**config.mk**
```make
export PLATFORM = sky130hd
export DESIGN_NAME = aabb_frustum_cull
export DESIGN_NICKNAME = d
export VERILOG_FILES = /design/src/rtl/afc_pkg.sv /design/src/rtl/afc_plane_test.sv /design/src/rtl/aabb_frustum_cull.sv
export SDC_FILE = /design/constraint.sdc
export NUM_CORES = 1
export LEC_CHECK = 0
export BUFFER_PORTS_ARGS = -buffer_cell sky130_fd_sc_hd__buf_2
export CAP_MARGIN = 20
export CORE_AREA = 3 3 70 72
export DETAILED_ROUTE_END_ITERATION = 7
export DIE_AREA = 0 0 73 75
export HOLD_SLACK_MARGIN = 0.08
export PLACE_DENSITY = 0.63
export SLEW_MARGIN = 20
export SYNTH_ARGS = -nofsm -noshare
export SYNTH_HDL_FRONTEND = slang
export SYNTH_SLANG_ARGS = --single-unit
```
**constraint.sdc**
```tcl
create_clock -name clk -period 1.5 [get_ports clk]
set_clock_uncertainty 0.1 [all_clocks]
set_input_delay 0.075 -clock clk [delete_from_list [all_inputs] [get_ports clk]]
set_output_delay 0.075 -clock clk [all_outputs]
set_load 0.01 [all_outputs]
```
**src/rtl/afc_pkg.sv**
```systemverilog
// Types and constants shared by the box-versus-frustum culling block.
package afc_pkg;

    localparam int COORD_W      = 32;  // Q16.16 coordinate and matrix entry
    localparam int COEF_W       = 33;  // plane coefficient: sum of two entries
    localparam int HEIGHT_W     = 12;
    localparam int EXT_Y_W      = 13;  // max(height, 1) + 4
    localparam int SUM_W        = 68;  // Q32.32 plane distance, cannot overflow
    localparam int NUM_PLANES   = 6;
    localparam int MAT_ROWS     = 4;
    localparam int MAT_COLS     = 4;
    localparam int NUM_MAT_REGS = 8;
    localparam int MAT_IDX_W    = 3;
    localparam int CFG_IDX_W    = 4;
    localparam int CFG_DATA_W   = 64;
    localparam int EXT_SHIFT    = 15;  // extents are multiples of half a cell
    localparam int W_SHIFT      = 16;  // Q16.16 to Q32.32

    // Reset contents of the matrix registers: the identity matrix.
    localparam logic [CFG_DATA_W-1:0] MAT_RESET [NUM_MAT_REGS] = '{
        64'h0000_0000_0001_0000,
        64'h0000_0000_0000_0000,
        64'h0001_0000_0000_0000,
        64'h0000_0000_0000_0000,
        64'h0000_0000_0000_0000,
        64'h0000_0000_0001_0000,
        64'h0000_0000_0000_0000,
        64'h0001_0000_0000_0000
    };

    // One clip plane with the magnitudes that the radius term needs.
    typedef struct packed {
        logic signed [COEF_W-1:0] nx;
        logic signed [COEF_W-1:0] ny;
        logic signed [COEF_W-1:0] nz;
        logic signed [COEF_W-1:0] w;
        logic        [COEF_W-1:0] abs_y;
        logic        [COEF_W:0]   abs_xz;
    } afc_plane_t;

    // Load enables for the two pipeline stages inside each plane unit.
    typedef struct packed {
        logic load_prod;
        logic load_sum;
    } afc_adv_t;

endpackage

```
**src/rtl/afc_plane_test.sv**
```systemverilog
// Distance of one box from one clip plane: product stage, sum stage, sign test.
module afc_plane_test #(
    parameter int PAGE_SIZE = 32
) (
    input  logic                                clk,
    input  afc_pkg::afc_adv_t                   adv,
    input  afc_pkg::afc_plane_t                 plane,
    input  logic signed [afc_pkg::COORD_W-1:0]  center_x,
    input  logic signed [afc_pkg::COORD_W-1:0]  center_y,
    input  logic signed [afc_pkg::COORD_W-1:0]  center_z,
    input  logic        [afc_pkg::EXT_Y_W-1:0]  ext_y_factor,
    output logic                                inside_ok
);
    import afc_pkg::*;

    localparam int EXT_XZ   = PAGE_SIZE + 4;
    localparam int EXT_XZ_W = $clog2(EXT_XZ + 1);
    localparam int PROD_W   = COEF_W + COORD_W;
    localparam int RAD_Y_W  = EXT_Y_W + COEF_W;
    localparam int RAD_XZ_W = EXT_XZ_W + COEF_W + 1;
    localparam int RAD_W    = ((RAD_Y_W > RAD_XZ_W) ? RAD_Y_W : RAD_XZ_W) + 1;
    localparam logic [EXT_XZ_W-1:0] EXT_XZ_F = EXT_XZ_W'(EXT_XZ);

    logic signed [PROD_W-1:0]  prod_x_reg, prod_x_next;
    logic signed [PROD_W-1:0]  prod_y_reg, prod_y_next;
    logic signed [PROD_W-1:0]  prod_z_reg, prod_z_next;
    logic        [RAD_Y_W-1:0] rad_y_reg, rad_y_next;
    logic        [RAD_XZ_W-1:0] rad_xz_reg, rad_xz_next;
    logic signed [COEF_W-1:0]  w_reg, w_next;
    logic        [RAD_W-1:0]   rad_sum;
    logic signed [SUM_W-1:0]   sum_a_reg, sum_a_next;
    logic signed [SUM_W-1:0]   sum_b_reg, sum_b_next;
    logic signed [SUM_W-1:0]   total;

    // The extents are (factor) half cells, so the radius is scaled by 2^15 later.
    always_comb
    begin
        prod_x_next = $signed(plane.nx) * center_x;
        prod_y_next = $signed(plane.ny) * center_y;
        prod_z_next = $signed(plane.nz) * center_z;
        rad_y_next  = RAD_Y_W'(ext_y_factor) * RAD_Y_W'(plane.abs_y);
        rad_xz_next = RAD_XZ_W'(EXT_XZ_F) * RAD_XZ_W'(plane.abs_xz);
        w_next      = plane.w;
    end

    always_comb
    begin
        rad_sum    = RAD_W'(rad_y_reg) + RAD_W'(rad_xz_reg);
        sum_a_next = SUM_W'(prod_x_reg) + SUM_W'(prod_y_reg) + SUM_W'(prod_z_reg);
        sum_b_next = $signed(SUM_W'({rad_sum, {EXT_SHIFT{1'b0}}}))
                   + (SUM_W'(w_reg) <<< W_SHIFT);
    end

    always_ff @(posedge clk)
    begin
        if (adv.load_prod)
        begin
            prod_x_reg <= prod_x_next;
            prod_y_reg <= prod_y_next;
            prod_z_reg <= prod_z_next;
            rad_y_reg  <= rad_y_next;
            rad_xz_reg <= rad_xz_next;
            w_reg      <= w_next;
        end
        if (adv.load_sum)
        begin
            sum_a_reg <= sum_a_next;
            sum_b_reg <= sum_b_next;
        end
    end

    // A distance of exactly zero still counts as inside.
    assign total     = sum_a_reg + sum_b_reg;
    assign inside_ok = ~total[SUM_W-1];

endmodule

```
**src/rtl/aabb_frustum_cull.sv**
```systemverilog
// Box-versus-frustum culling: one box per clock while the output is not
// stalled. The path is a five-register pipeline (input, extent prep, plane
// products, partial sums, result), so the sustained rate is one box per
// cycle; a stalled result holds the pipeline. The six clip planes are rebuilt
// from the matrix registers into plane registers in the cycle after a
// configuration write.
module aabb_frustum_cull #(
    parameter int PAGE_SIZE = 32
) (
    input  logic                                  clk,
    input  logic                                  rst_n,
    input  logic                                  cfg_we,
    input  logic        [afc_pkg::CFG_IDX_W-1:0]  cfg_index,
    input  logic        [afc_pkg::CFG_DATA_W-1:0] cfg_wdata,
    input  logic                                  in_valid,
    output logic                                  in_stall,
    input  logic signed [afc_pkg::COORD_W-1:0]    center_x,
    input  logic signed [afc_pkg::COORD_W-1:0]    center_y,
    input  logic signed [afc_pkg::COORD_W-1:0]    center_z,
    input  logic        [afc_pkg::HEIGHT_W-1:0]   segment_height,
    output logic                                  out_valid,
    input  logic                                  out_stall,
    output logic                                  visible
);
    import afc_pkg::*;

    localparam int NUM_STAGES = 4;

    logic [CFG_DATA_W-1:0]       mat_reg [NUM_MAT_REGS];
    afc_plane_t                  plane_reg [NUM_PLANES];
    afc_plane_t                  plane_next [NUM_PLANES];

    logic [NUM_STAGES-1:0]       valid_reg;
    logic [NUM_STAGES:0]         ready;
    logic                        out_valid_reg;
    logic                        visible_reg;
    logic                        visible_next;

    logic signed [COORD_W-1:0]   cx0_reg, cy0_reg, cz0_reg;
    logic [HEIGHT_W-1:0]         height0_reg;
    logic signed [COORD_W-1:0]   cx1_reg, cy1_reg, cz1_reg;
    logic [EXT_Y_W-1:0]          ext_y1_reg, ext_y1_next;
    afc_adv_t                    adv;
    logic [NUM_PLANES-1:0]       plane_ok;

    // Configuration registers; writes beyond the last register are dropped.
    always_ff @(posedge clk or negedge rst_n)
    begin
        if (!rst_n)
        begin
            for (int i = 0; i < NUM_MAT_REGS; i++)
            begin
                mat_reg[i] <= MAT_RESET[i];
            end
        end
        else if (cfg_we && (cfg_index < CFG_IDX_W'(NUM_MAT_REGS)))
        begin
            mat_reg[cfg_index[MAT_IDX_W-1:0]] <= cfg_wdata;
        end
    end

    // Planes are row 3 plus or minus rows 0, 1 and 2, in that order.
    always_comb
    begin
        logic signed [COORD_W-1:0] a;
        logic signed [COORD_W-1:0] b;
        logic signed [COEF_W-1:0]  n   [MAT_COLS];
        logic        [COEF_W-1:0]  mag [MAT_COLS];
        int                        row;
        for (int p = 0; p < NUM_PLANES; p++)
        begin
            row = p >> 1;
            for (int k = 0; k < MAT_COLS; k++)
            begin
                a = $signed(mat_reg[MAT_IDX_W'(((MAT_ROWS - 1) << 1) + (k >> 1))]
                            [(k & 1) * COORD_W +: COORD_W]);
                b = $signed(mat_reg[MAT_IDX_W'((row << 1) + (k >> 1))]
                            [(k & 1) * COORD_W +: COORD_W]);
                if ((p & 1) != 0)
                begin
                    n[k] = COEF_W'(a) - COEF_W'(b);
                end
                else
                begin
                    n[k] = COEF_W'(a) + COEF_W'(b);
                end
                mag[k] = n[k][COEF_W-1] ? unsigned'(-n[k]) : unsigned'(n[k]);
            end
            plane_next[p].nx     = n[0];
            plane_next[p].ny     = n[1];
            plane_next[p].nz     = n[2];
            plane_next[p].w      = n[3];
            plane_next[p].abs_y  = mag[1];
            plane_next[p].abs_xz = (COEF_W + 1)'(mag[0]) + (COEF_W + 1)'(mag[2]);
        end
    end

    always_ff @(posedge clk)
    begin
        for (int p = 0; p < NUM_PLANES; p++)
        begin
            plane_reg[p] <= plane_next[p];
        end
    end

    // A stage may load when it is empty or its content moves on in this cycle.
    always_comb
    begin
        ready[NUM_STAGES] = ~out_valid_reg | ~out_stall;
        for (int k = NUM_STAGES - 1; k >= 0; k--)
        begin
            ready[k] = ~valid_reg[k] | ready[k + 1];
        end
    end

    always_ff @(posedge clk or negedge rst_n)
    begin
        if (!rst_n)
        begin
            valid_reg     <= '0;
            out_valid_reg <= 1'b0;
        end
        else
        begin
            if (ready[0])
            begin
                valid_reg[0] <= in_valid;
            end
            for (int k = 1; k < NUM_STAGES; k++)
            begin
                if (ready[k])
                begin
                    valid_reg[k] <= valid_reg[k - 1];
                end
            end
            if (ready[NUM_STAGES])
            begin
                out_valid_reg <= valid_reg[NUM_STAGES - 1];
            end
        end
    end

    // A zero height is treated as one cell; the factor counts half cells.
    always_comb
    begin
        if (height0_reg == '0)
        begin
            ext_y1_next = EXT_Y_W'(5);
        end
        else
        begin
            ext_y1_next = EXT_Y_W'(height0_reg) + EXT_Y_W'(4);
        end
    end

    always_ff @(posedge clk)
    begin
        if (in_valid && ready[0])
        begin
            cx0_reg     <= center_x;
            cy0_reg     <= center_y;
            cz0_reg     <= center_z;
            height0_reg <= segment_height;
        end
        if (valid_reg[0] && ready[1])
        begin
            cx1_reg    <= cx0_reg;
            cy1_reg    <= cy0_reg;
            cz1_reg    <= cz0_reg;
            ext_y1_reg <= ext_y1_next;
        end
        if (valid_reg[NUM_STAGES - 1] && ready[NUM_STAGES])
        begin
            visible_reg <= visible_next;
        end
    end

    assign adv.load_prod = valid_reg[1] & ready[2];
    assign adv.load_sum  = valid_reg[2] & ready[3];

    for (genvar p = 0; p < NUM_PLANES; p++)
    begin : g_plane
        afc_plane_test #(
            .PAGE_SIZE    (PAGE_SIZE)
        ) u_plane (
            .clk          (clk),
            .adv          (adv),
            .plane        (plane_reg[p]),
            .center_x     (cx1_reg),
            .center_y     (cy1_reg),
            .center_z     (cz1_reg),
            .ext_y_factor (ext_y1_reg),
            .inside_ok    (plane_ok[p])
        );
    end

    assign visible_next = &plane_ok;
    assign in_stall     = ~ready[0];
    assign out_valid    = out_valid_reg;
    assign visible      = visible_reg;

endmodule

```
# Yosys cells after proc, flatten, opt, wreduce, memory -nomap -nowiden
# Index checks and enable logic that the tools add are counted.
op_classes:
  bitwise: 20
  reduce_logical: 5
  mul: 30
  addsub: 31
op_table:
  columns: ["op", "n"]
  rows:
  - ["33-bit by 32-bit multiplier with 65-bit output (first input constant)", 18]
  - ["68-bit adder", 6]
  - ["66-bit by 65-bit adder with 67-bit output", 6]
  - ["65-bit by 65-bit adder with 66-bit output", 6]
  - ["63-bit by 49-bit adder with 64-bit output", 6]
  - ["46-bit by 40-bit adder with 47-bit output", 6]
  - ["13-bit by 33-bit multiplier with 46-bit output (second input constant)", 6]
  - ["4-bit by 34-bit multiplier with 38-bit output (both inputs constant)", 6]
  - ["12-bit by 3-bit adder with 13-bit output (second input constant)", 1]
  - ["1-bit inverter", 13]
  - ["12-bit zero test", 1]
  - ["6-bit AND reduction", 1]
  - ["1-bit OR", 5]
  - ["1-bit logical AND", 3]
  - ["1-bit AND", 2]
word_totals:
  in_bits: 181
  regBits: 2911
  wordCells: 148

# Longest topological paths before layout
# Gate-level depths: netlist (run 1).
depth:
  depth_word: 7
  ltp_mapped: 2

# By module
# Synthesis (run 1) repeated with hierarchy kept, for this count alone.
hier_totals:
  cells_unflattened: 91454
  hier_area_um2: 892785.0
by_module_without_submodules:
  columns: ["mod", "seq_area_each_um2", "area_each_um2", "n_inst", "cells_each"]
  rows:
  - ["afc_plane_test (g_plane[1].u_plane ...)", 12401.9, 147218.7, 4, 15091]
  - ["afc_plane_test (g_plane[0].u_plane)", 12401.9, 149175.6, 1, 15628]
  - ["afc_plane_test (g_plane[5].u_plane)", 12401.9, 147715.4, 1, 15188]
  - ["aabb_frustum_cull", 6671.4, 7019.2, 1, 274]

# Worst setup path after synthesis (run 1)
# Ideal clock, no wire load.
synth_path:
  kind: "reg-to-output"
  start: "register out_valid_reg, in the netlist out_valid"
  end: "output in_stall"
  t_required_ps: 1325
  path_slack_ps: 583
  path_stages_with_launch: 3
  arrival_time_ps: 742
  cell_sequence: "dfrtp_1 > nand4_2 > nor2_1"
synth_between:
  elab_chain_cells: 7
synth_lines:
  columns: ["element", "line", "text"]
  rows:
  - ["from (decl)", "aabb_frustum_cull.sv:35", "logic out_valid_reg;"]
  - ["from (signal assigned)", "aabb_frustum_cull.sv:138", "out_valid_reg <= valid_reg[NUM_STAGES - 1];"]
  - ["1-bit inverter", "aabb_frustum_cull.sv:109", "ready[NUM_STAGES] = ~out_valid_reg | ~out_stall;"]
  - ["1-bit OR", "aabb_frustum_cull.sv:109", null]
  - ["1-bit OR (4 in a row)", "aabb_frustum_cull.sv:112", "ready[k] = ~valid_reg[k] | ready[k + 1];"]
  - ["1-bit inverter", "aabb_frustum_cull.sv:198", "assign in_stall = ~ready[0];"]
  - ["to (decl)", "aabb_frustum_cull.sv:16", "output logic in_stall,"]
# No other way between the ends.

# Worst setup path after layout (run 1)
layout_path:
  start: "input out_stall"
  end: "output in_stall"
layout_between:
  elab_chain_cells: 7
layout_lines:
  columns: ["element", "line", "text"]
  rows:
  - ["from (decl)", "aabb_frustum_cull.sv:22", "input logic out_stall,"]
  - ["1-bit inverter", "aabb_frustum_cull.sv:109", null]
  - ["1-bit OR", "aabb_frustum_cull.sv:109", null]
  - ["1-bit OR (4 in a row)", "aabb_frustum_cull.sv:112", null]
  - ["1-bit inverter", "aabb_frustum_cull.sv:198", null]
# No other way between the ends.

==> metrics.md, run 1 <==
| Metric | Value |
|---|---|
| Final Cycle Share | `86.4%` |
| Crit. End Element | `output pin` |
| Synth area leader | `dfrtp_1` |
| Layout Cells excl Fill | `79` |
| Total grt overflow | `0` |
| Met1 Wirelength | `173 um` |
| Via count | `150` |
| Port buffer count | `5` |
| Buf/Inv on CP | `3` |
| Vias in the first global route | `190` |
| Worst R2R Setup Slack | `640 ps` |
| Post-synthesis sequential area ratio | `a little under two thirds` |
| CP Max Fanout | `4` |
| Wire per inst | `5.33 um` |
| Chip height | `75 um` |
| Syn Nets | `~200` |
| Final Setup Violations | `0` |
| Clock Latency Late Sink | `220 ps` |
| Vias/cell | `1.90` |
| Initial antenna violation count | `0` |
| #FFs+latches synth | `5` |
| Total Neg Setup Slack | `0 ps` |
| Mapped Cells | `16` |
| Post-cts gate resize count | `0` |
| Die area | `~5500 um2` |
| Crit path time final | `1300 ps` |
| RSZ-0062 raised after global routing | `no` |
| Register area | `125 um2` |
| GRT Overall Usage | `1.97%` |
| Placed cells | `72` |
| Hold Path Class | `primary input to asynchronous set/reset pin` |
| Required time worst endpoint | `roughly 1300 ps` |
| Synth Warn # | `0` |
| Fin nets | `209` |
| Chip width | `73 um` |
| Syn avg cell area | `~12 um2` |
| Num CTS Buffers | `3` |
| Synth Cell Area | `196 um2` |
| GPL Wtd Cong | `between 0.5 and 0.6` |
| Max incr delay on CP | `530 ps` |
| Root Buffer | `clkbuf_8` |
| CTS tree | `done` |
| Status | `finished clean` |
| Antenna fix cells | `0` |
| First-pass GRT wire length | `738 um` |
| P&R area growth vs syn | `80.3%` |
| Num rows | `24` |
| Starting Density | `between 4 and 5%` |
| Power Density | `1280 nW/um2` |
| Max reg flops | `4` |
| Multi-input logic area | `60.1 um2` |
| Worst Path Arrival | `around 1100 ps` |
| Max Clk Rate | `a little under 800 MHz` |
| Main area contributors after synthesis | `dfrtp_1 (64%), o21bai_1 (7.6%), nand4_2 (6.4%)` |
| Reg clk slew, reported paths | `30 ps` |
| Longest Clk Path Bufs | `2` |
| Pins Over Slew Limit | `0` |
| DR iter-0 viols | `10` |
| Boundary Pins | `184` |
| Fill cell count | `494` |
| Core box area | `4350 um2` |
| Drt first pass iters | `2` |
| WL final | `421 um` |
| Yosys cell types | `10` |
| CP Class | `primary input to output pin` |
| Area fraction of the dominant cell type after synthesis | `63.7%` |
| Routed wl met3 | `27 um` |
| Sink Count | `5` |
| Number of setup buffers added after CTS | `0` |
| Share of cells above drive strength 1 | `37.0%` |
| Overall power | `approximately 450 uW` |
| Cell mode on critical path | `buf_2` |
| Htree depth | `1` |
| Post-route ant nets | `0` |
| CP top delay family | `buffers and inverters` |
| Met2 Wirelength | `roughly 220 um` |
| DRC Markers | `0` |
| Leakage | `0.138 nW` |
| Top layer in use | `met3` |
| Peak VDD IR | `0.372 mV` |
| Startpoint types | `primary input` |
| Number of hold buffers added after cts | `3` |
| Largest net degree at the start of global routing | `6` |
| Slowest stage cell, crit path | `dlygate4sd3_1` |
| Final Hold Fails | `0` |
| Max-cap check violation count | `0` |
| CP Cell Sequence | `dlygate4sd3_1 > buf_2 > nand4_2 > nor2_1 > buf_2` |
==> cells in the final DEF, fill, tap and decap left out <==
cell type	n
a21o_2	1
a31o_1	1
buf_2	5
clkbuf_1	1
clkbuf_8	3
conb_1	1
dfrtp_1	5
dlygate4sd3_1	3
inv_1	1
nand2_1	2
nand4_2	1
nor2_1	1
o21bai_1	2
==> final timing paths <==
kind / startpoint / to / cells past startpoint
max: out_stall / in_stall / 5
max reg2reg: out_valid / valid_reg[1] / 2
max in group asynchronous: rst_n / valid_reg[2] / 2
min reg2reg: valid_reg[0] / valid_reg[1] / 1
min: rst_n / valid_reg[1] / 2
min in group clk: valid_reg[0] / valid_reg[1] / 1
==> routing by layer <==
metal / global-route usage (%) / vias up
met2: 2.58 / 5
met5: 0 / -
li1: - / 72
met1: 1.92 / 73
met3: 0.801 / 0
met4: 3.07 / 0
==> worst register-to-register path, cell delays in order (launching register included) <==
cell and delay, ps:
dfrtp_1 380, nand4_2 150, o21bai_1 150
==> stage by stage <==
| stage | worst slack (ps) | area (um2) | hold slack (ps) | utilization, % |
|---|---|---|---|---|
| final | 204 | 354 | 105 | 8.13 |
| after global routing | 107 | 354 | 109 | 8.13 |
| after CTS | 178 | 354 | 97.0 | 8.13 |
| after detailed placement | 557 | 279 | -204 | 6.41 |
| after global placement | 563 | 279 | -212 | 6.41 |
| after floorplan | 583 | 196 | -321 | - |
==> area by class of cell <==
type / count / area share (%)
inverter: 1 / 1.06
clock buffer: 4 / 12.7
multi-input combinational: 9 / 17.0
timing repair buffer: 8 / 15.5
sequential: 5 / 35.3
tap: 52 / 18.4
==> power breakdown <==
part / total (mW) / internal (mW) / switching, mW
sequential: 0.164 / 0.152 / 0.0120
clock: 0.245 / 0.182 / 0.0632
combinational: 0.0446 / 0.0227 / 0.0219
total: 0.453 / 0.356 / 0.0971
==> cells in the mapped netlist <==
cell,number
nand2_1,2
conb_1,1
nor2_1,1
a31o_1,1
a21o_2,1
dfrtp_1,5
inv_1,1
buf_4,1
o21bai_1,2
nand4_2,1
==> kinds of logic after synthesis <==
kind of cell	count (synthesis)	share of synthesized area [%]
DFF	5	63.7
AOI/OAI and AO/OA	4	16.6
and+or+nand+nor	4	12.1
buffers and inverters	2	5.73
other	1	1.91
No activity file was read; power rests on OpenSTA's default activity.
==> run 2: changes to the inputs <==
--- a/config.mk
+++ b/config.mk
@@ -11,7 +11,7 @@
 export DETAILED_ROUTE_END_ITERATION = 7
 export DIE_AREA = 0 0 73 75
 export HOLD_SLACK_MARGIN = 0.08
-export PLACE_DENSITY = 0.63
+export PLACE_DENSITY = 0.6
 export SLEW_MARGIN = 20
 export SYNTH_ARGS = -nofsm -noshare
 export SYNTH_HDL_FRONTEND = slang
==> constraint.sdc (replaced) <==
create_clock -name clk -period 1.5 [get_ports clk]
set_clock_uncertainty 0.1 [all_clocks]
set_input_delay 0.15 -clock clk [delete_from_list [all_inputs] [get_ports clk]]
set_output_delay 0.15 -clock clk [all_outputs]
set_load 0.01 [all_outputs]
==> run 2 against run 1 <==
Compared with the run above: count of clock-buffer cells in the layout did not move; flip-flop and latch count did not move; highest routed layer is now met4; critical endpoint unchanged; sequential power barely moved; combinational power fell by 5.2%.
==> metrics.md, run 2 (synthesis results as in run 1) <==
| Metric | Value |
|---|---|
| Fin nets | `208 (was 209)` |
| Final Cycle Share | `82.5% (was 86.4%)` |
| Launching point of the worst reg2reg path | `out_valid (unchanged)` |
| Clk pwr share | `54.6% (was 54.1%)` |
| Htree depth | `1 (unchanged)` |
| CP top delay family | `flip-flops (was buffers and inverters)` |
| Leakage | `0.134 nW (was 0.138 nW)` |
| Internal power | `355 uW (was 356 uW)` |
| Hold Path Class | `primary input to register (was primary input to asynchronous set/reset pin)` |
| CP Max Fanout | `4 (unchanged)` |
| Die area | `5480 um2 (unchanged)` |
| Peak VDD IR | `0.383 mV (was 0.372 mV)` |
| Boundary Pins | `184 (unchanged)` |
| Placed cells | `72 (unchanged)` |
| Worst Path Arrival | `990 ps (was 1120 ps)` |
| CP Class | `register to output pin (was primary input to output pin)` |
| Layout Cells excl Fill | `78 (was 79)` |
| Sink Count | `5 (unchanged)` |
| Dpl hpwl | `318 um` |
| Slowest stage cell, crit path | `dfrtp_1 (was dlygate4sd3_1)` |
| Pins Over Slew Limit | `0 (unchanged)` |
| CP Cell Sequence | `nand4_2 > nor2_1 > buf_2 (was dlygate4sd3_1 > buf_2 > nand4_2 > nor2_1 > buf_2)` |
| Chip width | `73 um (unchanged)` |
| P&R area growth vs syn | `75.2% (was 80.3%)` |
| Reg clk slew, reported paths | `30 ps (about the same)` |
| Max reg flops | `4 (unchanged)` |
| Met2 Wirelength | `185 um (was 220 um)` |
| Top layer in use | `met4 (was met3)` |
| Combinational share of power | `9.4% (was 9.8%)` |
| Number of setup buffers added after CTS | `0 (unchanged)` |
| Vias in the first global route | `162 (was 190)` |
| CTS tree | `done (unchanged)` |
| Max-cap check violation count | `0 (unchanged)` |
| Post-route cell area | `344 um2 (was 354 um2)` |
| Required time worst endpoint | `1250 ps (was 1320 ps)` |
| Chip height | `75 um (unchanged)` |
| Clock Latency Late Sink | `220 ps (about the same)` |
| Final Setup Violations | `0 (unchanged)` |
| Num rows | `24 (unchanged)` |
| Wire per inst | `5.28 um (was 5.33 um)` |
| Num CTS Buffers | `3 (unchanged)` |
| Via count | `149 (was 150)` |
| Initial antenna violation count | `0 (unchanged)` |
| Status | `finished clean (unchanged)` |
| Met1 Wirelength | `174 um (was 173 um)` |
| Crit. End Element | `output pin (unchanged)` |
| Largest net degree at the start of global routing | `6 (unchanged)` |
| Min Hold Slack | `90.3 ps (was 105 ps)` |
| Hold path start | `out_stall` |
| Routed wl met3 | `23 um (was 27 um)` |
| Longest Clk Path Bufs | `2 (unchanged)` |
| GPL Wtd Cong | `0.510 (was 0.507)` |
| Crit path time final | `1240 ps (was 1300 ps)` |
| Share of cells above drive strength 1 | `38.5% (was 37.0%)` |
| Antenna fix cells | `0 (unchanged)` |
| Reg power frac | `36.0% (was 36.1%)` |
| DR iter-0 viols | `3 (was 10)` |
| Core box area | `4350 um2 (unchanged)` |
| Switching share of power | `21.6% (was 21.4%)` |
| Post-route ant nets | `0 (unchanged)` |
| DRC Markers | `0 (unchanged)` |
| Buf/Inv on CP | `1 (was 3)` |
| Power Density | `1320 nW/um2 (was 1280 nW/um2)` |
| Total Neg Setup Slack | `0 ps (unchanged)` |
| Max incr delay on CP | `380 ps (was 530 ps)` |
| Startpoint types | `register (was primary input)` |
| GRT Overall Usage | `1.97% (about the same)` |
| Total grt overflow | `0 (unchanged)` |
| Root Buffer | `clkbuf_8 (unchanged)` |
| Port buffer count | `5 (unchanged)` |
| Area post-placement | `279 um2 (unchanged)` |
| Final Hold Fails | `0 (unchanged)` |
| Max Clk Rate | `808 MHz (was 771 MHz)` |
| Vias/cell | `1.91 (was 1.90)` |
| Overall power | `453 uW (about the same)` |
| WL final | `412 um (was 421 um)` |
| Switch Pwr | `97.7 uW (was 97.1 uW)` |
| RSZ-0062 raised after global routing | `no (unchanged)` |
| First-pass GRT wire length | `696 um (was 738 um)` |
| Drt first pass iters | `2 (unchanged)` |
| Starting Density | `4.51% (unchanged)` |
| Commonest cells after routing, fill and taps aside | `buf_2 (5), dfrtp_1 (5), clkbuf_8 (3) (was buf_2 (5), dfrtp_1 (5), clkbuf_8 (3), dlygate4sd3_1 (3))` |
| Setup crit start | `out_valid (was out_stall)` |
[run 2: cell count changes in the layout (fill, tap and decap cells not counted)]
cell           change
dlygate4sd3_1      -1
[run 2: path summary, 6_finish.rpt]
kind                                endpoint  slack, ps  cells past startpoint
worst max-delay path                in_stall        260                      3
worst min-delay path               out_valid         90                      2
worst max register to register  valid_reg[1]        640                      2
worst min register to register  valid_reg[2]        380                      2
max in group asynchronous       valid_reg[3]        990                      2
min in group asynchronous       valid_reg[0]        180                      2
[run 2: layout make-up]
cell class,count,area (um2)
flip-flops and latches,5,125
inverters,1,3.75
repair buffers,7,45.0
well taps,52,65.1
multi-input cells,9,60.1
clock buffers,4,45.0
fillers,492,4010
[run 2: through the flow]
| step | setup WS, ps | utilization [%] |
|---|---|---|
| after floorplan | 508 | - |
| after global placement | 483 | 6.41 |
| after detailed placement | 490 | 6.41 |
| after CTS | 249 | 7.90 |
| after global routing | 200 | 7.90 |
| final | 262 | 7.90 |
[run 2: what timing repair did]
item | CTS | global route
hold buffers | 2 | 0
resized for setup | 0 | 0
hold endpoints to repair | 6 | 0
[run 2: per-layer routing]
layer / up-vias / track usage (%)
li1: 70 / -
met5: - / 0
met1: 68 / 1.68
met4: 0 / 3.69
met2: 7 / 2.58
met3: 4 / 0.801
[run 2: power groups by stage]
stage	clock network, mW	logic, mW	registers [mW]
2_1_floorplan	0	0.0245	0.164
3_3_place_gp	0	0.0377	0.163
3_5_place_dp	0	0.0396	0.165
4_1_cts	0.257	0.0436	0.163
5_1_grt	0.276	0.0471	0.166
6_report	0.247	0.0423	0.163
[run 2: worst register-to-register path, stage by stage, from the launching register on]
cell,delay (ps)
dfrtp_1,380
nand4_2,150
o21bai_1,150
